<file path="src/design/teadec_pkg.sv">
`default_nettype none

package teadec_pkg;

	localparam int WORD_W = 32;

	typedef logic [WORD_W-1:0] word_t;

	// Word pair on its way through the half-round chain. The word that the
	// next cell updates rides in upd, the word that feeds its mix in src.
	typedef struct packed {
		word_t upd;
		word_t src;
		word_t sum;
	} stage_t;

	typedef struct packed {
		word_t lo;
		word_t hi;
	} result_t;

endpackage

`default_nettype wire

</file>
<file path="src/design/teadec_skid.sv">
`default_nettype none

module teadec_skid (
	input  wire                  clk,
	input  wire                  arst_n,
	input  wire                  in_valid,
	input  teadec_pkg::result_t  in_data,
	input  wire                  stall,
	output logic                 out_valid,
	output teadec_pkg::result_t  out_data,
	output logic                 full
);
	import teadec_pkg::*;

	logic    out_valid_q;
	result_t out_data_q;
	logic    skid_valid_q;
	result_t skid_data_q;
	logic    out_free;

	// The upstream chain only moves while the skid slot is empty, so a
	// result offered here is consumed exactly when in_valid and not full.
	assign out_free = !out_valid_q || !stall;

	always_ff @(posedge clk or negedge arst_n) begin
		if (!arst_n) begin
			out_valid_q  <= 1'b0;
			skid_valid_q <= 1'b0;
		end else if (out_free) begin
			out_valid_q  <= skid_valid_q || in_valid;
			skid_valid_q <= 1'b0;
		end else if (in_valid && !skid_valid_q) begin
			skid_valid_q <= 1'b1;
		end
	end

	always_ff @(posedge clk) begin
		if (out_free) begin
			out_data_q <= skid_valid_q ? skid_data_q : in_data;
		end else if (in_valid && !skid_valid_q) begin
			skid_data_q <= in_data;
		end
	end

	assign out_valid = out_valid_q;
	assign out_data  = out_data_q;
	assign full      = skid_valid_q;

	a_skid_behind_out: assert property (@(posedge clk) disable iff (!arst_n)
		skid_valid_q |-> out_valid_q)
		else $error("skid slot holds a result while the output register is empty");

	a_skid_fill_on_stall: assert property (@(posedge clk) disable iff (!arst_n)
		$rose(skid_valid_q) |-> $past(out_valid_q && stall))
		else $error("skid slot filled without a stalled output");

	a_skid_drain: assert property (@(posedge clk) disable iff (!arst_n)
		skid_valid_q && !stall |=> !skid_valid_q && out_valid_q)
		else $error("skid slot did not drain into the output register");

endmodule

`default_nettype wire

</file>
<file path="config.mk">
export PLATFORM = sky130hd
export DESIGN_NAME = teadec_skid
export DESIGN_NICKNAME = d
export VERILOG_FILES = /design/src/design/teadec_pkg.sv /design/src/design/teadec_skid.sv
export SDC_FILE = /design/constraint.sdc
export NUM_CORES = 1
export LEC_CHECK = 0
export BUFFER_PORTS_ARGS = -buffer_cell sky130_fd_sc_hd__clkbuf_2
export CORE_UTILIZATION = 40
export CTS_BUF_LIST = sky130_fd_sc_hd__clkbuf_16
export CTS_CLUSTER_SIZE = 16
export DETAILED_ROUTE_END_ITERATION = 10
export SLEW_MARGIN = 30
export SYNTH_ARGS = -nofsm -noshare
export SYNTH_HDL_FRONTEND = slang
export SYNTH_SLANG_ARGS = --single-unit
</file>
<file path="constraint.sdc">
create_clock -name clk -period 3 [get_ports clk]
set_input_delay 0.15 -clock clk [delete_from_list [all_inputs] [get_ports clk]]
set_output_delay 0.15 -clock clk [all_outputs]
set_load 0.01 [all_outputs]
</file>
# [After elaboration in Yosys (flattened, before gate mapping)]
# Index checks and enable logic that the tools add are counted.
[totals] ff_bits=130 in_bits=68 output_inout_bits=66 elab_cells=18
[op_classes] mux=3 bitwise=1 reduce_logical=8
[op_table] cell="two-way mux 64 bit" count=1
[op_table] cell="zero test 1 bit" count=3
[op_table] cell="logical OR 1 bit" count=2
[op_table] cell="two-way mux 1 bit" count=2
[op_table] cell="AND reduction 2 bit" count=1
[op_table] cell="nonzero test 2 bit" count=1
[op_table] cell="logical AND 1 bit" count=1
[op_table] cell="NOT 1 bit" count=1

# [Logic depth before layout (Yosys ltp)]
# Gate-level depths: netlist (run 1).
[depth] ltp_word=4 ltp_mapped=3 ltp_nobuf=1

# [Worst setup path after synthesis (run 1)]
# No wires, ideal clock.
[synth_path] kind="reg-to-reg" start="register skid_valid_q, in the netlist full" end="register skid_data_q[0] (netlist name), enable pin" setup_time_ns=0.430 t_arrival_ns=2.390 setup_slack_ns=0.181 stages_incl_launch_ff=4 path_buffers=2 cell_sequence="dfrtp_1 buf_6 buf_6 and4b_1"
[synth_between] elab_chain_cells=3
[synth_lines] element="start, declared" line_no="teadec_skid.sv:17" rtl="logic skid_valid_q;"
[synth_lines] element="start signal, assigned" line_no="teadec_skid.sv:28" rtl="skid_valid_q <= 1'b0;"
[synth_lines] element="start signal, assigned" line_no="teadec_skid.sv:31" rtl="skid_valid_q <= 1'b0;"
[synth_lines] element="start signal, assigned" line_no="teadec_skid.sv:33" rtl="skid_valid_q <= 1'b1;"
[synth_lines] element="zero test 1 bit" line_no="teadec_skid.sv:40" rtl="end else if (in_valid && !skid_valid_q) begin"
[synth_lines] element="logical AND 1 bit" line_no="teadec_skid.sv:40"
[synth_lines] element="AND reduction 2 bit (no line)"
[synth_lines] element="end signal, assigned" line_no="teadec_skid.sv:41" rtl="skid_data_q <= in_data;"
[synth_lines] element="end, declared" line_no="teadec_skid.sv:18" rtl="result_t skid_data_q;"
# Every way passes these cells.
# A chain may end at the register's enable or synchronous reset.

# [Worst setup path after layout (run 1)]
[layout_path] start="register skid_valid_q, in the netlist full" end="register out_data_q, in the netlist out_data[30] (data pin)"
[layout_between] elab_chain_cells=1
[layout_lines] element="two-way mux 64 bit" line_no="teadec_skid.sv:39" rtl="out_data_q <= skid_valid_q ? skid_data_q : in_data;"
[layout_lines] element="end signal, assigned" line_no="teadec_skid.sv:39"
[layout_lines] element="end, declared" line_no="teadec_skid.sv:16" rtl="result_t out_data_q;"
# Every way passes these cells.

==> out/qor.yml, run 1 <==
rsz_0062_raised_after_global_routing: "false"
final-seq-area_mm2: 0.003897
critical_path.max_fanout: 46
horiz_die_dim_um: 111.3
postRouteAntennaNets: 0
overflow: 0
crit_path_end_kind: "flop"
clk_pin_slew_ps: 50
effective_utilization_at_floorplan: 0.4153
clockBufferDepth: 2
clock_tree_from_tritoncts: "yes"
post_syn_nets: 273
post_cts_resize_count: 0
clkLatencyLatePin_ps: 410
core_area_mm2: 0.01152
crit_path_cell_trace: "buf_4 > mux2_2"
power.ir.vdd_worst_mv: 0.4112
multi_input_gate_area_in_the_final_layout_um2: 839.6
syn_inst: 205
final_layout_size_suffix_gt1_frac: 0.5151
ys_seq_elements: 130
clock-sinks: 130
worst-endpoint-arrival_ps: 2160
final_nets: 486
synth_sequential_area_ratio: 0.8142
cts.htree.levels: 4
post-route-period-util: 0.6682
fmaxAchievable_ghz: 0.4989
worstSetupPathType: "reg -> reg"
worstHoldPathType: "in -> reg"
ioPinCount: 134
root_buffer: "clkbuf_16"
syn-mean-instance-area_um2: 23.33
routabilityCongestion: 0.6904
startpoint_type: "flop"
max_slew.worst_pin.slew_ps: 929.3
report.final.hold_viol_count: 0
report.final.setup_viol: 0
mappedNetlistArea_mm2: 0.004782
postRouteWirelength_um: 9040
grt_usage: 0.1549
via_count: 2640
result_of_the_run: "finished, violations left"
number_of_cts_inserted_buffers: 17
totalNegativeSetupSlack_ps: 0
synthToLayoutAreaGrowth_pct: 42.60
grt_pass1_wl_um: 14120
antenna_cells_inserted: 0
cap_violations: 0
ys_types: 11
yosysWarnings: 0
drtPass1Iterations: 8
cpPeakStageDelay_ps: 880
first_global_vias: 2762
final_max_slew_viol_count: 0
setup_slack_ps: 995.4
routed_wire_length_per_instance_um: 15.75
maximum_number_of_pins_on_one_net_before_global_route_repair: 65
design.die.area_mm2: 0.01240
failed_checks: "DRC"
power-per-cell-area_mw_per_mm2: 665.0
route.detailed.drc: 16
finalCriticalPeriod_ps: 2005
timing.critical_path.required_ps: 3160
antenna_found_initial: 0
finClkSkew_ps: 5.007
maxSlewHeadroom: 0.3805
fp.dieH_um: 111.3
port_buffer_count: 133
rows: 39
estimated_wirelength_of_the_detail_placed_design_um: 5099
static-leakage-power_uw: 0.002700
place_ws_ps: 983.2
cp_slowest_cell: "dfrtp_4"
avgViaCountPerCell: 4.599
drt_iter0_markers: 134
filler_cell_count: 902
## logic make-up after synthesis
logic type,Yosys count,share of synthesized area
and+or+nand+nor,2,0.002877
buffers and inverters,7,0.01256
DFF,130,0.8142
muxes,64,0.1664
AOI/OAI and AO/OA,2,0.003925
## per-stage QoR
step / power [uW] / hold slack [ps] / utilization / area (um^2) / std cells
2_1_floorplan: 2433 / -145.6 / - / 4782 / 205
3_3_place_gp: 2596 / -59.29 / 0.4871 / 5609 / 476
3_5_place_dp: 2606 / -55.77 / 0.4871 / 5609 / 476
4_1_cts: 4588 / 4.631 / 0.5921 / 6819 / 574
5_1_grt: 4707 / 25.15 / 0.5921 / 6819 / 574
6_report: 4535 / 26.78 / 0.5921 / 6819 / 574
## synthesized netlist by cell type
cell type / instances / area share
buf_6: 4 / 0.0094
and4b_1: 1 / 0.0021
mux2_2: 37 / 0.087
dfrtp_1: 2 / 0.010
a211o_1: 1 / 0.0018
nand2_1: 1 / 0.00078
mux2_4: 20 / 0.063
mux2_1: 7 / 0.016
o211a_1: 1 / 0.0021
edfxtp_1: 128 / 0.80
buf_2: 3 / 0.0031
## worst paths after layout
kind	endpoint	slack, ps	from	depth (start not counted)
setup / recovery	out_data[30]	1000	full	2
hold / removal	full	30	stall	2
setup reg to reg	out_data[30]	1000	full	2
hold reg to reg	out_data[44]	540	skid_data_q[44]	1
max in group asynchronous	full	2800	arst_n	2
min in group asynchronous	out_valid	90	arst_n	2
## cell usage in the layout, fill, tap and decap left out, types with 2 or more instances in the layout
cell type	count
clkbuf_16	17
dlygate4sd3_1	66
mux2_1	7
mux2_4	20
clkinv_2	6
edfxtp_1	128
bufinv_16	2
clkbuf_2	133
clkinvlp_4	2
clkinv_1	5
mux2_2	37
## layout make-up
cell class                 count  area share
clock inverter                15     0.01817
timing repair buffer         201      0.1985
sequential                   130      0.5716
clock buffer                  17     0.06239
multi-input combinational     68      0.1231
tap                          143     0.02624
## power by group
part / total, uW / switching (uW) / internal (uW)
clock network: 1900 / 708 / 1190
logic: 422 / 190 / 232
registers: 2210 / 55.4 / 2150
total: 4530 / 953 / 3580
## sequential cells by signal, summed over array words and instances (netlist names)
name,count
full,1
out_data,64
out_valid,1
skid_data_q,64
## critical path: cells and delay by family, from the launching register on
kind,cells,cell delay [ps]
flops,1,880
buf+inv,1,460
mux,1,380
## layer usage
layer	vias up	track usage	share of wire
met5	-	0	0
met4	0	0.07568	0.016
li1	1251	-	-
met2	83	0.2563	0.50
met3	12	0.05389	0.053
met1	1294	0.1806	0.43
## repair_timing
item	in CTS	in global routing
buffers inserted	0	0
hold buffers	66	0
endpoints found under the hold margin	68	0
Note: power is estimated with default switching activity, not from simulation.
==> run 2: changes to the inputs <==
Settings changed: PLACE_DENSITY set to 0.66.
Clock period 3 ns to 1.75 ns, I/O delays scaled along.
==> run 2 against run 1 <==
  * The run still ends with DRC left
  * Critical path type unchanged
  * Sequential cell count did not move
  * Clock power is 59% higher
  * Via count increased by 1.4%
==> out/qor.yml, run 2 (synthesis results as in run 1) <==
finalCriticalPeriod_ps: 1590
report.final.setup_viol: 0
horiz_die_dim_um: 111.3
drt_iter0_markers: 120
design.die.area_mm2: 0.01240
core_area_mm2: 0.01152
number_of_cts_inserted_buffers: 17
final_max_slew_viol_count: 0
via_count: 2676
static-leakage-power_uw: 0.002738
clk_pin_slew_ps: 50
clockBufferDepth: 2
cts.htree.levels: 4
routabilityCongestion: 0.6800
clock-sinks: 130
estimated_wirelength_of_the_detail_placed_design_um: 5466
critical_path.max_fanout: 44
port_buffer_count: 133
rsz_0062_raised_after_global_routing: "false"
drtPass1Iterations: 8
avgViaCountPerCell: 4.630
grt_usage: 0.1551
worst-endpoint-arrival_ps: 1870
overflow: 0
routed_wire_length_per_instance_um: 15.48
post-route-period-util: 0.9084
totalPowerFinal_uw: 7565
postRouteAntennaNets: 0
antenna_found_initial: 0
failed_checks: "DRC"
holdWs_ps: 415.8
maxSlewHeadroom: 0.7351
antenna_cells_inserted: 0
max_slew.worst_pin.slew_ps: 397.4
worstHoldPathType: "in -> reg"
timing.critical_path.required_ps: 2030
filler_cell_count: 868
result_of_the_run: "finished, violations left"
clkLatencyLatePin_ps: 400
first_global_vias: 2878
finClkSkew_ps: 4.819
postRouteWirelength_um: 8949
rr_endpoint: "full"
synthToLayoutAreaGrowth_pct: 43.93
multi_input_gate_area_in_the_final_layout_um2: 839.6
final-seq-area_mm2: 0.003897
post_cts_resize_count: 0
final_layout_size_suffix_gt1_frac: 0.5103
worstHoldEndpoint: "skid_data_q[27]"
post_dp_cell_area_mm2: 0.005689
r2r_slack_ps: 160
report.final.hold_viol_count: 0
crit_path_end_kind: "flop"
fp.dieH_um: 111.3
startpoint_type: "flop"
fmaxAchievable_ghz: 0.6290
mostFrequentLayoutCell: "clkbuf_2"
critical_path.reg2reg.startpoint: "full"
layout.cells.most_common_list: "clkbuf_2, edfxtp_1, dlygate4sd3_1, mux2_2, mux2_4"
final_nets: 493
cap_violations: 0
rows: 39
root_buffer: "clkbuf_16"
design_area_mm2: 0.006883
reg2reg_depth: 3
worstSetupPathType: "reg -> reg"
power.ir.vdd_worst_mv: 0.6617
effective_utilization_at_floorplan: 0.4153
route.detailed.drc: 18
clock_tree_from_tritoncts: "yes"
grt_pass1_wl_um: 14210
totalNegativeSetupSlack_ps: 0
min_from: "in_data[27]"
power-per-cell-area_mw_per_mm2: 1099
number_of_cells_on_the_worst_hold_path: 2
maximum_number_of_pins_on_one_net_before_global_route_repair: 45
ioPinCount: 134
-- run 2: power breakdown --
| part | switching [uW] | leakage, uW | internal [uW] |
|---|---|---|---|
| clock | 1140 | 0.000256 | 1880 |
| combinational | 363 | 0.00123 | 428 |
| sequential | 61.5 | 0.00125 | 3690 |
| total | 1570 | 0.00274 | 6000 |
-- run 2: routing by layer --
metal / track usage / share of wire / vias to the layer above
met5: 0 / 0 / -
met4: 0.07568 / 0.020 / 0
met3: 0.05607 / 0.056 / 15
met2: 0.2679 / 0.53 / 91
met1: 0.1694 / 0.40 / 1298
li1: - / - / 1272
-- run 2: critical path, stage by stage, from the launching register on --
cell and delay, ps:
dfrtp_4 490, buf_12 200, o211a_1 240, dlygate4sd3_1 550
-- run 2: area by class of cell --
| class | instances | area share |
|---|---|---|
| clock inverter | 12 | 0.01127 |
| sequential | 130 | 0.5663 |
| tap | 143 | 0.02600 |
| clock buffer | 17 | 0.06181 |
| multi-input combinational | 68 | 0.1220 |
| timing repair buffer | 208 | 0.2127 |
-- run 2: per-stage QoR --
stage          instances    util  worst slack [ps]
5_1_grt              578  0.5977             103.9
3_3_place_gp         480  0.4940             323.1
4_1_cts              578  0.5977             139.9
3_5_place_dp         480  0.4940             303.6
2_1_floorplan        205       -            -159.2
6_report             578  0.5977             160.2
-- run 2: worst max-delay path by stage --
stage / from / endpoint / slack (ps) / cells past startpoint
floorplan: full / skid_data_q[0] / -160 / 3
global placement: full / skid_data_q[2] / 320 / 2
detailed placement: full / out_data[6] / 300 / 2
CTS: full / full / 140 / 3
global route: full / full / 100 / 3
finish: full / full / 160 / 3
-- run 2: repair_timing --
item,CTS,global route
hold buffers,69,0
endpoints found under the hold margin,108,0
setup buffers,0,0
