==> src/design/teadec_pkg.sv <==
`default_nettype none

package teadec_pkg;

	localparam int WORD_W = 32;

	typedef logic [WORD_W-1:0] word_t;

	// Word pair on its way through the half-round chain. The word that the
	// next cell updates rides in upd, the word that feeds its mix in src.
	typedef struct packed {
		word_t upd;
		word_t src;
		word_t sum;
	} stage_t;

	typedef struct packed {
		word_t lo;
		word_t hi;
	} result_t;

endpackage

`default_nettype wire

==> src/design/teadec_cell.sv <==
`default_nettype none

module teadec_cell #(
	parameter bit SUM_STEP = 1'b0
) (
	input  wire                 clk,
	input  wire                 arst_n,
	input  wire                 en,
	input  wire                 in_valid,
	input  teadec_pkg::stage_t  in_data,
	input  teadec_pkg::word_t   delta,
	input  teadec_pkg::word_t   ka,
	input  teadec_pkg::word_t   kb,
	output logic                out_valid,
	output teadec_pkg::stage_t  out_data
);
	import teadec_pkg::*;

	word_t  mix_a;
	word_t  mix_b;
	word_t  mix_c;
	word_t  upd_new;
	stage_t nxt;
	logic   valid_s1;
	stage_t data_s1;

	always_comb begin
		mix_a   = (in_data.src << 4) + ka;
		mix_b   = in_data.src + in_data.sum;
		mix_c   = (in_data.src >> 5) + kb;
		upd_new = in_data.upd - (mix_a ^ mix_b ^ mix_c);
		// The freshly updated word becomes the source of the next half round.
		nxt.upd = in_data.src;
		nxt.src = upd_new;
		nxt.sum = SUM_STEP ? (in_data.sum - delta) : in_data.sum;
	end

	always_ff @(posedge clk or negedge arst_n) begin
		if (!arst_n) begin
			valid_s1 <= 1'b0;
		end else if (en) begin
			valid_s1 <= in_valid;
		end
	end

	always_ff @(posedge clk) begin
		if (en) begin
			data_s1 <= nxt;
		end
	end

	assign out_valid = valid_s1;
	assign out_data  = data_s1;

endmodule

`default_nettype wire

==> config.mk <==
export PLATFORM = sky130hd
export DESIGN_NAME = teadec_cell
export DESIGN_NICKNAME = d
export VERILOG_FILES = /design/src/design/teadec_pkg.sv /design/src/design/teadec_cell.sv
export SDC_FILE = /design/constraint.sdc
export NUM_CORES = 1
export LEC_CHECK = 0
export ABC_AREA = 1
export BUFFER_PORTS_ARGS = -buffer_cell sky130_fd_sc_hd__buf_2
export CORE_MARGIN = 2
export CORE_UTILIZATION = 40
export DETAILED_ROUTE_END_ITERATION = 10
export PLACE_DENSITY_LB_ADDON = 0.25
export SKIP_LAST_GASP = 1
export SYNTH_ARGS = -nofsm -noshare
export SYNTH_HDL_FRONTEND = slang
export SYNTH_SLANG_ARGS = --single-unit
==> constraint.sdc <==
create_clock -name clk -period 0.8 [get_ports clk]
set_input_delay 0.08 -clock clk [delete_from_list [all_inputs] [get_ports clk]]
set_output_delay 0.08 -clock clk [all_outputs]
set_load 0.02 [all_outputs]
After elaboration in Yosys (flattened, before gate mapping)
Index checks and enable logic that the tools add are counted.
Widths: inputs -> output; s select.
{ "word_totals": {"register_bits": 97, "inputBits": 196, "out_inout_bits": 97, "wordCells": 10} }
{ "op_classes": {"n_addsub": 4, "bitwise_logic": 2} }
{ "ops": {"columns": ["cell", "n"], "rows": [
  ["$add 32x32->32", 2],
  ["$xor 32x32->32", 2],
  ["$add 27x32->32", 1],
  ["$sub 32x32->32", 1]
]} }

Longest topological paths before layout
Gate-level depths: netlist of run 1.
{ "logic_depth": {"word_depth": 4, "depth_mapped": 30, "depth_no_buf": 30} }

Least setup slack after synthesis of run 1
Ideal clock, no wire load.
{ "synth_path": {"kind": "in2reg", "from": "input in_data[0] in the netlist's numbering", "to": "register data_s1, in the netlist out_data[61] (data pin)", "setup_ps": 252, "arrival_time_ps": 2950, "t_required_ps": 548, "path_slack_ps": -2402, "stages": 24, "path_buffers": 0, "path_cell_list": "ha_1 -> inv_1 -> fa_1 -> inv_1 -> nand2_1 -> nand2_1 -> o21ai_2 -> o21ai_2 -> a21o_1 -> nand2_1 -> a21o_1 -> nand2_1 -> inv_1 -> nand3_1 -> nand2_1 -> ha_1 -> a21oi_1 -> o21ai_0 -> a21oi_1 -> nor2_1 -> a2111oi_0 -> nand2_1 -> nand2_1 -> nand2_1"} }
{ "synth_via": {"elab_chain_cells": 4} }
{ "synth_lines": {"columns": ["item", "line_no", "text"], "rows": [
  ["start: declaration", "teadec_cell.sv:10", "input teadec_pkg::stage_t in_data,"],
  ["$add 32x32->32", "teadec_cell.sv:29", "mix_b = in_data.src + in_data.sum;"],
  ["$xor 32x32->32 (2 in a row)", "teadec_cell.sv:31", "upd_new = in_data.upd - (mix_a ^ mix_b ^ mix_c);"],
  ["$sub 32x32->32", "teadec_cell.sv:31", null],
  ["net upd_new[29]", "teadec_cell.sv:22", "word_t upd_new;"],
  ["end signal: assignment", "teadec_cell.sv:48", "data_s1 <= nxt;"],
  ["end: declaration", "teadec_cell.sv:25", "stage_t data_s1;"]
]} }
The timed path passes the listed nets, and every way through them passes these cells.
A chain may end at the register's enable or synchronous reset.

Final worst setup path of run 1
{ "layout_path": {"from": "input in_data[41] in the netlist's numbering", "to": "register data_s1, in the netlist out_data[50] (data pin)"} }
{ "layout_via": {"elab_chain_cells": 4, "word_cells_on_any_way": 6, "cone_classes": "add/sub (4); bitwise (2)"} }
{ "layout_lines": {"columns": ["item", "line_no"], "rows": [
  ["$add 32x32->32 (on tied branches)", "teadec_cell.sv:29, teadec_cell.sv:28"],
  ["$xor 32x32->32", "teadec_cell.sv:31"],
  ["$xor 32x32->32 *", "teadec_cell.sv:31"],
  ["$sub 32x32->32 *", "teadec_cell.sv:31"],
  ["net upd_new[18]", "teadec_cell.sv:22"]
]} }
The timed path passes the listed nets; every way through them passes the cells marked *.

==> results_tabular.tex, run 1 <==
\begin{tabular}{lr}
\hline
Metric & Value \\
\hline
\multicolumn{2}{l}{\textbf{Clocking}} \\
Number of clock sinks & 97 \\
Clock Path Buffers & 2 \\
Clock tree from TritonCTS & done \\
Clock transition at the registers of the reported paths & 0.08 ns \\
H-Tree Depth & 3 \\
Num CTS Buffers & 9 \\
CTS Root Buffer Type & sky130\_fd\_sc\_hd\_\_clkbuf\_16 \\
Insertion delay of the later-clocked pin in the worst-skew pair & 0.37 ns \\
\multicolumn{2}{l}{\textbf{Flow run}} \\
Max cap viols & 0 \\
\multicolumn{2}{l}{\textbf{Timing}} \\
Pins Over Slew Limit & 0 \\
Final setup skew & 0 ns \\
Number of hold violations in the final report & 0 \\
Min Clock Period, post-route & approximately 3.4 ns \\
Achievable Freq & 0.297 GHz \\
Share of the cycle needed by the critical path after routing & 420\% \\
Worst-case setup margin in the final layout & -2.56 ns \\
Transition time of the tightest slew-check pin & 0.377 ns \\
Unrepaired setup endpoints after global routing & yes \\
Max transition margin & 74.6\% \\
Final number of setup-violating endpoints & 129 \\
\multicolumn{2}{l}{\textbf{Global routing}} \\
Via count of the first global-routing pass & 13900 \\
First-pass GRT wire length & 69600 microns \\
Overflow left after global routing & 0 \\
Overall routing resource usage & 31.2\% \\
Antenna violations before repair & 2 \\
Pin count of the biggest net entering global routing & 45 \\
\multicolumn{2}{l}{\textbf{Power and ir drop}} \\
Leakage power summed over all cells & 9.62 nW \\
Max VDD drop & 1350 uV \\
Total design power & 0.0479 W \\
Pwr Density & 2400 mW/mm\^{}2 \\
\multicolumn{2}{l}{\textbf{Place}} \\
Routability Congestion & around 1 \\
Pre-CTS worst setup slack & -3.00 ns \\
Port Buffer Count & 260 \\
HPWL reported at the end of detailed placement & 35200 microns \\
\multicolumn{2}{l}{\textbf{Synthesis}} \\
Syn Inst Count & 1523 \\
Number of flops mapped to enable cells by yosys & 96 \\
Warnings, synthesis & 0 \\
Avg Synthesized Cell Area & 7.16 sq um \\
Cell type with the largest total area after synthesis & sky130\_fd\_sc\_hd\_\_edfxtp\_1 \\
Leading cell types by total area after synthesis & sky130\_fd\_sc\_hd\_\_edfxtp\_1, sky130\_fd\_sc\_hd\_\_nand2\_1, sky130\_fd\_sc\_hd\_\_ha\_1, sky130\_fd\_sc\_hd\_\_inv\_1, sky130\_fd\_sc\_hd\_\_xor2\_1 \\
Cell area after technology mapping & 0.0109 sq mm \\
Top FF cell, synth & sky130\_fd\_sc\_hd\_\_edfxtp\_1 \\
Share of async-settable or async-resettable flops after synthesis & 1.03\% \\
Number of distinct library cell variants in the gate-level netlist after synthesis & 52 \\
Proportion of netlist area held by the largest area contributor & 26.4\% \\
Sequential-to-total area share from yosys stat & a little over a quarter \\
Seq cells post-synth & 97 \\
Syn\_nets & $\sim$1800 \\
\multicolumn{2}{l}{\textbf{Setup path}} \\
Cell-by-cell trace of the critical path & buf\_6, buf\_4, ha\_4, nand2\_1, o21ai\_1, buf\_4, a21o\_1, xor2\_2, xor2\_1, ha\_1, buf\_6, nand2\_4, nor2\_1, inv\_1, nor2\_2, a21oi\_2, buf\_4, o21ai\_1, xor2\_1 \\
Startpoint class of the critical path & primary input \\
WP data arrival & 3.48 ns \\
Worst setup EP type & flip-flop \\
Category of cells accounting for the largest share of critical-path delay & compound AO/OA/AOI/OAI gates \\
Total buffers and inverters traversed by the critical path & 6 \\
Cell mode on critical path & sky130\_fd\_sc\_hd\_\_buf\_4 \\
Kind of critical path & in -> reg \\
Worst endpoint required time & 0.92 ns \\
Largest fanout of any net on the critical path & 4 \\
Peak per-stage delay on the critical path & 0.35 ns \\
CP max stage cell & sky130\_fd\_sc\_hd\_\_o21ai\_1 \\
\multicolumn{2}{l}{\textbf{Cells and area}} \\
Final-stage net count & 2634 \\
P\&R area growth vs syn & 83.1\% \\
Highest-count cells in the layout ignoring fill and taps & sky130\_fd\_sc\_hd\_\_buf\_4, sky130\_fd\_sc\_hd\_\_nand2\_1, sky130\_fd\_sc\_hd\_\_buf\_2, sky130\_fd\_sc\_hd\_\_inv\_1, sky130\_fd\_sc\_hd\_\_nor2\_1 \\
Fill cell total of the finished layout & 1906 \\
Area occupied by multi-input gates & 0.00955 sq mm \\
Commonest non-fill, non-tap cell in the layout & sky130\_fd\_sc\_hd\_\_buf\_4 \\
Sequential cell area & 0.00291 sq mm \\
Ratio of cells with drive above 1 in the final layout & 49.5\% \\
\multicolumn{2}{l}{\textbf{Routing}} \\
Drt initial violations & about 1000 \\
Average via count per standard cell & $\sim$5.3 \\
Wirelength, routed & approximately 50000 microns \\
Number of nets still failing antenna checks after routing & 0 \\
Drt first pass iters & 7 \\
Total vias in the final route & around 14000 \\
Wirelength per Cell & around 19 microns \\
Number of DRC violations after detailed routing & 0 \\
\multicolumn{2}{l}{\textbf{Die}} \\
Chip Height & 169 microns \\
Starting utilization of the core area & 40.6\% \\
Top-Level Pins & about 290 \\
Die width & 169 microns \\
Area of the die & 0.0286 sq mm \\
Core box area & 0.0269 sq mm \\
Cell Rows & 60 \\
\multicolumn{2}{l}{\textbf{Run status}} \\
Outcome & finished with violations \\
Violations in the final reports & negative setup slack \\
\multicolumn{2}{l}{\textbf{Worst hold path}} \\
Worst min-delay path class & in -> async \\
\hline
\end{tabular}
cell usage after synthesis (all sizes together) (3+ instances only):
cell	number
nand4	12
ha	116
a21boi	5
or2	3
o21ai	57
nand3	91
nand2	441
o21a	6
a31oi	4
nor3	19
xnor2	53
xor2	73
o21bai	16
nand3b	18
edfxtp	96
fa	4
a21oi	120
nor2	146
a21o	20
inv	200
nor4	4
flip-flops by register name, indices dropped and copies added, names as in the netlist:
name,flops
out_data,96
out_valid,1
final cells by class:
| type | instances | area share, % |
|---|---|---|
| Clock buffer | 10 | 1.15 |
| Timing Repair Buffer | 784 | 30.3 |
| Clock inverter | 6 | 0.244 |
| Inverter | 200 | 3.80 |
| Tap cell | 341 | 2.14 |
| Sequential cell | 97 | 14.6 |
| Multi-Input combinational cell | 1226 | 47.8 |
| Antenna cell | 3 | 0.0376 |
through the flow:
step | util [%] | area, sq um | hold WS [ns] | TNS (ns) | instances
after floorplan | - | 11300 | -0.216 | -54.98 | 1523
final | 74.3 | 20000 | 0.0158 | -85.42 | 2667
after global routing | 74.3 | 20000 | 0.00830 | -89.64 | 2666
after global placement | 59.8 | 16100 | -0.145 | -77.41 | 2520
after CTS | 69.3 | 18600 | 0.000880 | -77.98 | 2622
after detailed placement | 59.8 | 16100 | -0.145 | -78.94 | 2520
logic make-up after synthesis:
logic type / synth area share [%]
multiplexers: 0.103
buffers and inverters: 6.88
adder cells (fa/ha/maj): 14.0
AO/OA/AOI/OAI: 13.1
XOR/XNOR: 10.1
flip-flops: 26.7
AND/OR/NAND/NOR: 29.1
worst paths after layout:
kind | start | endpoint | slack, ns | depth (start not counted)
min reg2reg | out_valid$_DFFE_PN0P_ | out_valid$_DFFE_PN0P_ | 0.54 | 1
min | arst_n | out_valid$_DFFE_PN0P_ | 0.02 | 2
max in group asynchronous | arst_n | out_valid$_DFFE_PN0P_ | 0.69 | 2
max reg2reg | out_valid$_DFFE_PN0P_ | out_valid$_DFFE_PN0P_ | 0.02 | 1
max | in_data[41] | out_data[50]$_DFFE_PP_ | -2.56 | 19
min in group clk | in_data[40] | out_data[72]$_DFFE_PP_ | 0.02 | 1
power breakdown:
part	internal [W]	switching (W)
registers	0.00730	0.000446
clock network	0.00217	0.00235
logic	0.0174	0.0183
routing by layer:
metal / global-route usage, % / share of wire [%] / wire length [microns]
met3: 3.78 / 6.9 / 3490
met5: 0 / 0 / 0
met1: 38.0 / 39 / 19600
met2: 56.0 / 49 / 24800
met4: 12.6 / 5.5 / 2790
what timing repair did:
action                                 CTS  global route
pin swaps                              130           102
setup buffers                           52            38
endpoints found under the hold margin   44             5
setup endpoints to repair              129           130
gates resized for setup                282           280
hold buffers                            44             5
(Power assumes the default switching activity.)
==> run 2, diff against run 1 <==
--- a/config.mk
+++ b/config.mk
@@ -9,6 +9,7 @@
 export BUFFER_PORTS_ARGS = -buffer_cell sky130_fd_sc_hd__buf_2
 export CORE_MARGIN = 2
 export CORE_UTILIZATION = 40
+export CTS_BUF_LIST = sky130_fd_sc_hd__clkbuf_8
 export DETAILED_ROUTE_END_ITERATION = 10
 export PLACE_DENSITY_LB_ADDON = 0.25
 export SKIP_LAST_GASP = 1
==> results_tabular.tex, run 2 (synthesis gave the netlist of run 1 again) <==
\begin{tabular}{lr}
\hline
Metric & Value \\
\hline
\multicolumn{2}{l}{\textbf{Timing}} \\
Final setup skew & 0 ns \\
Number of hold violations in the final report & 0 \\
Min Clock Period, post-route & 3.28 ns \\
Pins Over Slew Limit & 0 \\
Final number of setup-violating endpoints & $\sim$130 \\
Setup tns final & -87.29 ns \\
Achievable Freq & 0.305 GHz \\
Max transition margin & a little under three quarters \\
Unrepaired setup endpoints after global routing & yes \\
Transition time of the tightest slew-check pin & 0.416 ns \\
Share of the cycle needed by the critical path after routing & 410\% \\
Worst slack on hold paths & 0.0199 ns \\
Worst-case setup margin in the final layout & -2.48 ns \\
\multicolumn{2}{l}{\textbf{Cells and area}} \\
P\&R area growth vs syn & 80.3\% \\
Flip-flop count of the largest register after layout & 96 \\
Commonest non-fill, non-tap cell in the layout & sky130\_fd\_sc\_hd\_\_buf\_4 \\
Ratio of cells with drive above 1 in the final layout & $\sim$48\% \\
Non-Filler Cell Area, Final & 0.0197 sq mm \\
Final-stage net count & 2613 \\
Highest-count cells in the layout ignoring fill and taps & sky130\_fd\_sc\_hd\_\_buf\_4, sky130\_fd\_sc\_hd\_\_nand2\_1, sky130\_fd\_sc\_hd\_\_inv\_1, sky130\_fd\_sc\_hd\_\_buf\_2, sky130\_fd\_sc\_hd\_\_nor2\_1 \\
\multicolumn{2}{l}{\textbf{Worst hold path}} \\
Worst hold path depth & 2 \\
Worst min-delay path class & in -> reg \\
\multicolumn{2}{l}{\textbf{Setup path}} \\
WP data arrival & approximately 3.4 ns \\
Startpoint class of the critical path & primary input \\
Kind of critical path & in -> reg \\
Largest fanout of any net on the critical path & 5 \\
Worst setup EP type & flip-flop \\
Reg2Reg Depth & 1 \\
Worst endpoint required time & 0.95 ns \\
\multicolumn{2}{l}{\textbf{Routing}} \\
Wirelength, routed & about 50000 microns \\
Drt initial violations & 976 \\
Drt first pass iters & 6 \\
Number of DRC violations after detailed routing & 0 \\
Wirelength per Cell & between 15 and 20 microns \\
Total vias in the final route & 14000 \\
Average via count per standard cell & $\sim$5.3 \\
Number of nets still failing antenna checks after routing & 0 \\
\multicolumn{2}{l}{\textbf{Die}} \\
Area of the die & 0.0286 sq mm \\
Starting utilization of the core area & roughly 41\% \\
Die width & between 150 and 200 microns \\
Cell Rows & 60 \\
Top-Level Pins & 293 \\
Chip Height & 169 microns \\
Core box area & between 0.02 and 0.03 sq mm \\
\multicolumn{2}{l}{\textbf{Global routing}} \\
First-pass GRT wire length & 70800 microns \\
Via count of the first global-routing pass & 14000 \\
Overflow left after global routing & 0 \\
Pin count of the biggest net entering global routing & 45 \\
Overall routing resource usage & a little under a third \\
Antenna violations before repair & 6 \\
\multicolumn{2}{l}{\textbf{Flow run}} \\
Max cap viols & 0 \\
\multicolumn{2}{l}{\textbf{Place}} \\
HPWL reported at the end of detailed placement & 35200 microns \\
Post-placement cell area & about 0.016 sq mm \\
Routability Congestion & 0.987 \\
Port Buffer Count & 260 \\
\multicolumn{2}{l}{\textbf{Power and ir drop}} \\
Pwr Density & 2320 mW/mm\^{}2 \\
Leakage power summed over all cells & about 9.5 nW \\
Max VDD drop & 1350 uV \\
Total design power & 0.0456 W \\
\multicolumn{2}{l}{\textbf{Run status}} \\
Violations in the final reports & negative setup slack \\
Outcome & finished with violations \\
\multicolumn{2}{l}{\textbf{Clocking}} \\
Insertion delay of the later-clocked pin in the worst-skew pair & 0.41 ns \\
Clock Path Buffers & 2 \\
CTS Root Buffer Type & sky130\_fd\_sc\_hd\_\_clkbuf\_8 \\
H-Tree Depth & 3 \\
Clock transition at the registers of the reported paths & 0.11 ns \\
Num CTS Buffers & 9 \\
Clock tree from TritonCTS & done \\
Number of clock sinks & 97 \\
\hline
\end{tabular}
run 2: cell count changes in the layout (fill, tap and decap cells not counted), moves of 4 or more:
cell                            delta
sky130_fd_sc_hd__nor2_1            +6
sky130_fd_sc_hd__buf_6             -6
sky130_fd_sc_hd__nor2_4            -4
sky130_fd_sc_hd__dlygate4sd3_1     +6
sky130_fd_sc_hd__clkbuf_16         -9
sky130_fd_sc_hd__a21oi_1           -4
sky130_fd_sc_hd__a21oi_2           +4
sky130_fd_sc_hd__buf_4            -21
sky130_fd_sc_hd__nand2_4           -4
sky130_fd_sc_hd__inv_1             +6
sky130_fd_sc_hd__clkbuf_8          +9
run 2: layer usage:
| metal | share of wire (%) | track usage [%] |
|---|---|---|
| met4 | 5.1 | 13.0 |
| met2 | 49 | 57.1 |
| met1 | 40 | 39.1 |
| met3 | 5.9 | 3.40 |
| met5 | 0 | 0 |
run 2: power by group:
group	internal (W)	switching [W]	total [W]
registers	0.00729	0.000459	0.00775
clock network	0.00118	0.00221	0.00339
logic	0.0168	0.0177	0.0345
run 2: final cells by class:
type                       instances  area (sq um)
timing repair buffer             763          5870
clock inverter                     7          52.6
sequential                        97          2910
fill                            1984          7200
antenna                            5          12.5
inverter                         200           753
multi-input combinational       1226          9530
clock buffer                       9           124
tap                              341           427
run 2: what timing repair did:
action	4_1_cts	5_1_grt
buffers inserted	49	13
hold buffers	55	0
pin swaps	127	92
setup endpoints to repair	129	130
gates resized for setup	304	221
hold endpoints to repair	54	0
run 2: metrics by stage:
step / utilization, % / setup slack (ns) / cells
final: 73.2 / -2.48 / 2648
after global routing: 73.2 / -2.57 / 2648
after CTS: 69.4 / -2.18 / 2630
after floorplan: - / -2.13 / 1523
after global placement: 59.8 / -2.97 / 2520
after detailed placement: 59.8 / -3.00 / 2520
run 2: path summary, 6_finish.rpt:
kind | startpoint | endpoint | slack, ns
max | in_data[41] | out_data[58]$_DFFE_PP_ | -2.48
min | in_data[38] | out_data[70]$_DFFE_PP_ | 0.02
max reg2reg | out_valid$_DFFE_PN0P_ | out_valid$_DFFE_PN0P_ | 0.01
min reg2reg | out_valid$_DFFE_PN0P_ | out_valid$_DFFE_PN0P_ | 0.55
max in group asynchronous | arst_n | out_valid$_DFFE_PN0P_ | 0.20
min in group asynchronous | arst_n | out_valid$_DFFE_PN0P_ | 0.49
run 2: worst max-delay path, stage by stage:
cell                       delay (ns)
sky130_fd_sc_hd__clkbuf_4        0.18
sky130_fd_sc_hd__buf_4           0.17
sky130_fd_sc_hd__ha_4            0.30
sky130_fd_sc_hd__nand2_2         0.10
sky130_fd_sc_hd__inv_1           0.14
sky130_fd_sc_hd__nand2_1         0.09
sky130_fd_sc_hd__nand2_1         0.12
sky130_fd_sc_hd__buf_4           0.12
sky130_fd_sc_hd__inv_1           0.06
sky130_fd_sc_hd__nand2_2         0.11
sky130_fd_sc_hd__a21oi_2         0.07
sky130_fd_sc_hd__or2_1           0.24
sky130_fd_sc_hd__nand2_1         0.07
sky130_fd_sc_hd__nand2_1         0.06
sky130_fd_sc_hd__nand3b_1        0.10
sky130_fd_sc_hd__nand2_2         0.10
sky130_fd_sc_hd__ha_4            0.32
sky130_fd_sc_hd__buf_4           0.12
sky130_fd_sc_hd__nand2_2         0.06
sky130_fd_sc_hd__nor2_2          0.12
sky130_fd_sc_hd__inv_2           0.08
sky130_fd_sc_hd__nor2_4          0.18
sky130_fd_sc_hd__nand3_1         0.13
sky130_fd_sc_hd__nand2_2         0.12
sky130_fd_sc_hd__a21oi_2         0.06
sky130_fd_sc_hd__xnor2_1         0.13
==> run 3, diff against run 2 <==
--- a/config.mk
+++ b/config.mk
@@ -11,6 +11,7 @@
 export CORE_UTILIZATION = 40
 export CTS_BUF_LIST = sky130_fd_sc_hd__clkbuf_8
 export DETAILED_ROUTE_END_ITERATION = 10
+export HOLD_SLACK_MARGIN = 0.08
 export PLACE_DENSITY_LB_ADDON = 0.25
 export SKIP_LAST_GASP = 1
 export SYNTH_ARGS = -nofsm -noshare
==> constraint.sdc (replaced) <==
create_clock -name clk -period 0.8 [get_ports clk]
set_input_delay 0.08 -clock clk [delete_from_list [all_inputs] [get_ports clk]]
set_output_delay 0.08 -clock clk [all_outputs]
set_load 0.01 [all_outputs]
==> results_tabular.tex, run 3 (synthesis gave the netlist of run 1 again) <==
\begin{tabular}{lr}
\hline
Metric & Value \\
\hline
\multicolumn{2}{l}{\textbf{Place}} \\
Cell total after placement & 2556 \\
Routability Congestion & between 1 and 1.5 \\
HPWL reported at the end of detailed placement & 36900 microns \\
Port Buffer Count & 260 \\
\multicolumn{2}{l}{\textbf{Setup path}} \\
Register-to-register setup slack & roughly 0.050 ns \\
Kind of critical path & in -> reg \\
Reg2Reg Launch Point & out\_valid\$\_DFFE\_PN0P\_ \\
Startpoint class of the critical path & primary input \\
Worst endpoint required time & 0.99 ns \\
Reg-to-reg critical path endpoint & out\_valid\$\_DFFE\_PN0P\_ \\
WP data arrival & 3.38 ns \\
Reg2Reg Depth & 1 \\
Largest fanout of any net on the critical path & 4 \\
Worst setup EP type & flip-flop \\
\multicolumn{2}{l}{\textbf{Cells and area}} \\
P\&R area growth vs syn & 84.2\% \\
Highest-count cells in the layout ignoring fill and taps & sky130\_fd\_sc\_hd\_\_buf\_4, sky130\_fd\_sc\_hd\_\_nand2\_1, sky130\_fd\_sc\_hd\_\_buf\_2, sky130\_fd\_sc\_hd\_\_inv\_1, sky130\_fd\_sc\_hd\_\_edfxtp\_1 \\
Post-route insts no fill & between 2000 and 3000 \\
Final-stage net count & $\sim$2700 \\
Sequential cell area & $\sim$0.0029 sq mm \\
Commonest non-fill, non-tap cell in the layout & sky130\_fd\_sc\_hd\_\_buf\_4 \\
Area occupied by multi-input gates & around 0.0099 sq mm \\
Ratio of cells with drive above 1 in the final layout & 52.2\% \\
Flip-flop count of the largest register after layout & between 90 and 100 \\
Fill cell total of the finished layout & between 1500 and 2000 \\
\multicolumn{2}{l}{\textbf{Timing}} \\
Final number of setup-violating endpoints & 129 \\
Number of hold violations in the final report & 0 \\
Worst-case setup margin in the final layout & -2.39 ns \\
Max transition margin & 62.3\% \\
Unrepaired setup endpoints after global routing & yes \\
Transition time of the tightest slew-check pin & $\sim$0.56 ns \\
Min Clock Period, post-route & 3.19 ns \\
Pins Over Slew Limit & 0 \\
Share of the cycle needed by the critical path after routing & 399\% \\
Achievable Freq & 0.313 GHz \\
Final setup skew & 0 ns \\
\multicolumn{2}{l}{\textbf{Die}} \\
Starting utilization of the core area & 40.6\% \\
Area of the die & 0.0286 sq mm \\
Die width & 169 microns \\
Chip Height & 169 microns \\
Core box area & 0.0269 sq mm \\
Top-Level Pins & a little under 300 \\
Cell Rows & 60 \\
\multicolumn{2}{l}{\textbf{Global routing}} \\
Overflow left after global routing & 0 \\
Via count of the first global-routing pass & 14000 \\
Antenna violations before repair & 1 \\
First-pass GRT wire length & just over 70000 microns \\
Overall routing resource usage & 33.0\% \\
Pin count of the biggest net entering global routing & 28 \\
\multicolumn{2}{l}{\textbf{Run status}} \\
Violations in the final reports & negative setup slack \\
Outcome & finished with violations \\
\multicolumn{2}{l}{\textbf{Clocking}} \\
Num CTS Buffers & 9 \\
CTS Root Buffer Type & sky130\_fd\_sc\_hd\_\_clkbuf\_8 \\
Clock Path Buffers & 2 \\
Insertion delay of the later-clocked pin in the worst-skew pair & between 0.4 and 0.5 ns \\
H-Tree Depth & 3 \\
Number of clock sinks & between 90 and 100 \\
Clock tree from TritonCTS & done \\
Clock transition at the registers of the reported paths & roughly 0.13 ns \\
\multicolumn{2}{l}{\textbf{Routing}} \\
Wirelength per Cell & 19.2 microns \\
Wirelength, routed & 51700 microns \\
Number of nets still failing antenna checks after routing & 0 \\
Total vias in the final route & 14100 \\
Number of DRC violations after detailed routing & 0 \\
Drt initial violations & around 970 \\
Average via count per standard cell & 5.24 \\
Drt first pass iters & 8 \\
\multicolumn{2}{l}{\textbf{Power and ir drop}} \\
Pwr Density & 2240 mW/mm\^{}2 \\
Max VDD drop & about 1400 uV \\
Total design power & 0.0449 W \\
Leakage power summed over all cells & 9.62 nW \\
\multicolumn{2}{l}{\textbf{Worst hold path}} \\
Worst hold path depth & 2 \\
End point of the most critical hold path & out\_data[33]\$\_DFFE\_PP\_ \\
Start point of the worst min-delay path & in\_data[65] \\
Worst min-delay path class & in -> reg \\
\multicolumn{2}{l}{\textbf{Flow run}} \\
Max cap viols & 0 \\
\hline
\end{tabular}
==> run 3: cell type report <==
cell class              instances  area share [%]
diodes                          1          0.0125
clock buffers                   9           0.616
clock inverters                 7           0.423
inverters                     200            3.76
multi-input cells            1226            49.2
flip-flops and latches         97            14.5
well taps                     341            2.12
repair buffers                815            29.4
==> run 3: worst max-delay path: stages <==
cell and delay [ns]:
sky130_fd_sc_hd__buf_6 0.12, sky130_fd_sc_hd__buf_6 0.12, sky130_fd_sc_hd__ha_4 0.26, sky130_fd_sc_hd__nand2_4 0.09, sky130_fd_sc_hd__inv_1 0.07, sky130_fd_sc_hd__nand2_1 0.10, sky130_fd_sc_hd__nand2_2 0.10, sky130_fd_sc_hd__buf_4 0.15
sky130_fd_sc_hd__inv_1 0.05, sky130_fd_sc_hd__nand2_1 0.08, sky130_fd_sc_hd__a21oi_1 0.24, sky130_fd_sc_hd__or2_1 0.19, sky130_fd_sc_hd__nand2_1 0.07, sky130_fd_sc_hd__nand2_1 0.08, sky130_fd_sc_hd__nand2_1 0.07, sky130_fd_sc_hd__nand2_2 0.06
sky130_fd_sc_hd__nand2_2 0.09, sky130_fd_sc_hd__ha_4 0.25, sky130_fd_sc_hd__a21o_4 0.23, sky130_fd_sc_hd__a31oi_4 0.21, sky130_fd_sc_hd__o21ai_4 0.09, sky130_fd_sc_hd__buf_6 0.14, sky130_fd_sc_hd__a221oi_4 0.25, sky130_fd_sc_hd__nand2_1 0.07
sky130_fd_sc_hd__nand2_1 0.07, sky130_fd_sc_hd__nand2_1 0.04
==> run 3: routing by layer <==
layer  GRT usage (%)  wire, microns
met1            41.2          20500
met2            58.2          25300
met5               0              0
met3            4.20           3490
met4            12.3           2390
==> run 3: through the flow <==
step / hold WS, ns / TNS [ns] / cell area (sq um) / util (%) / worst slack, ns
2_1_floorplan: -0.216 / -54.97 / 11300 / - / -2.13
4_1_cts: 0.0610 / -80.14 / 18700 / 69.6 / -2.18
6_report: 0.0589 / -84.23 / 20100 / 74.8 / -2.39
3_3_place_gp: -0.145 / -79.88 / 16400 / 60.9 / -2.90
3_5_place_dp: -0.143 / -81.20 / 16400 / 60.9 / -2.92
5_1_grt: 0.0718 / -90.18 / 20100 / 74.8 / -2.53
==> run 3: how the worst max path moves through the flow <==
stage,startpoint,to,slack [ns],cells past startpoint
floorplan,in_data[37],out_data[61]$_DFFE_PP_,-2.13,22
global placement,in_data[32],out_data[55]$_DFFE_PP_,-2.90,23
detailed placement,in_data[32],out_data[55]$_DFFE_PP_,-2.92,23
CTS,in_data[32],out_data[63]$_DFFE_PP_,-2.18,22
global route,in_data[44],out_data[62]$_DFFE_PP_,-2.53,25
finish,in_data[41],out_data[62]$_DFFE_PP_,-2.39,26
==> run 3: power breakdown <==
| part | internal [W] | leakage, nW | switching, W |
|---|---|---|---|
| logic | 0.0164 | 8.56 | 0.0173 |
| clock network | 0.00151 | 0.109 | 0.00226 |
| registers | 0.00726 | 0.951 | 0.000260 |
| total | 0.0251 | 9.62 | 0.0198 |
==> run 3: timing repair <==
item / in CTS / in global routing
endpoints found under the setup margin: 129 / 129
buffers inserted: 35 / 31
gates resized for setup: 227 / 265
hold buffers: 64 / 1
pin swaps: 87 / 157
hold endpoints to repair: 74 / 6
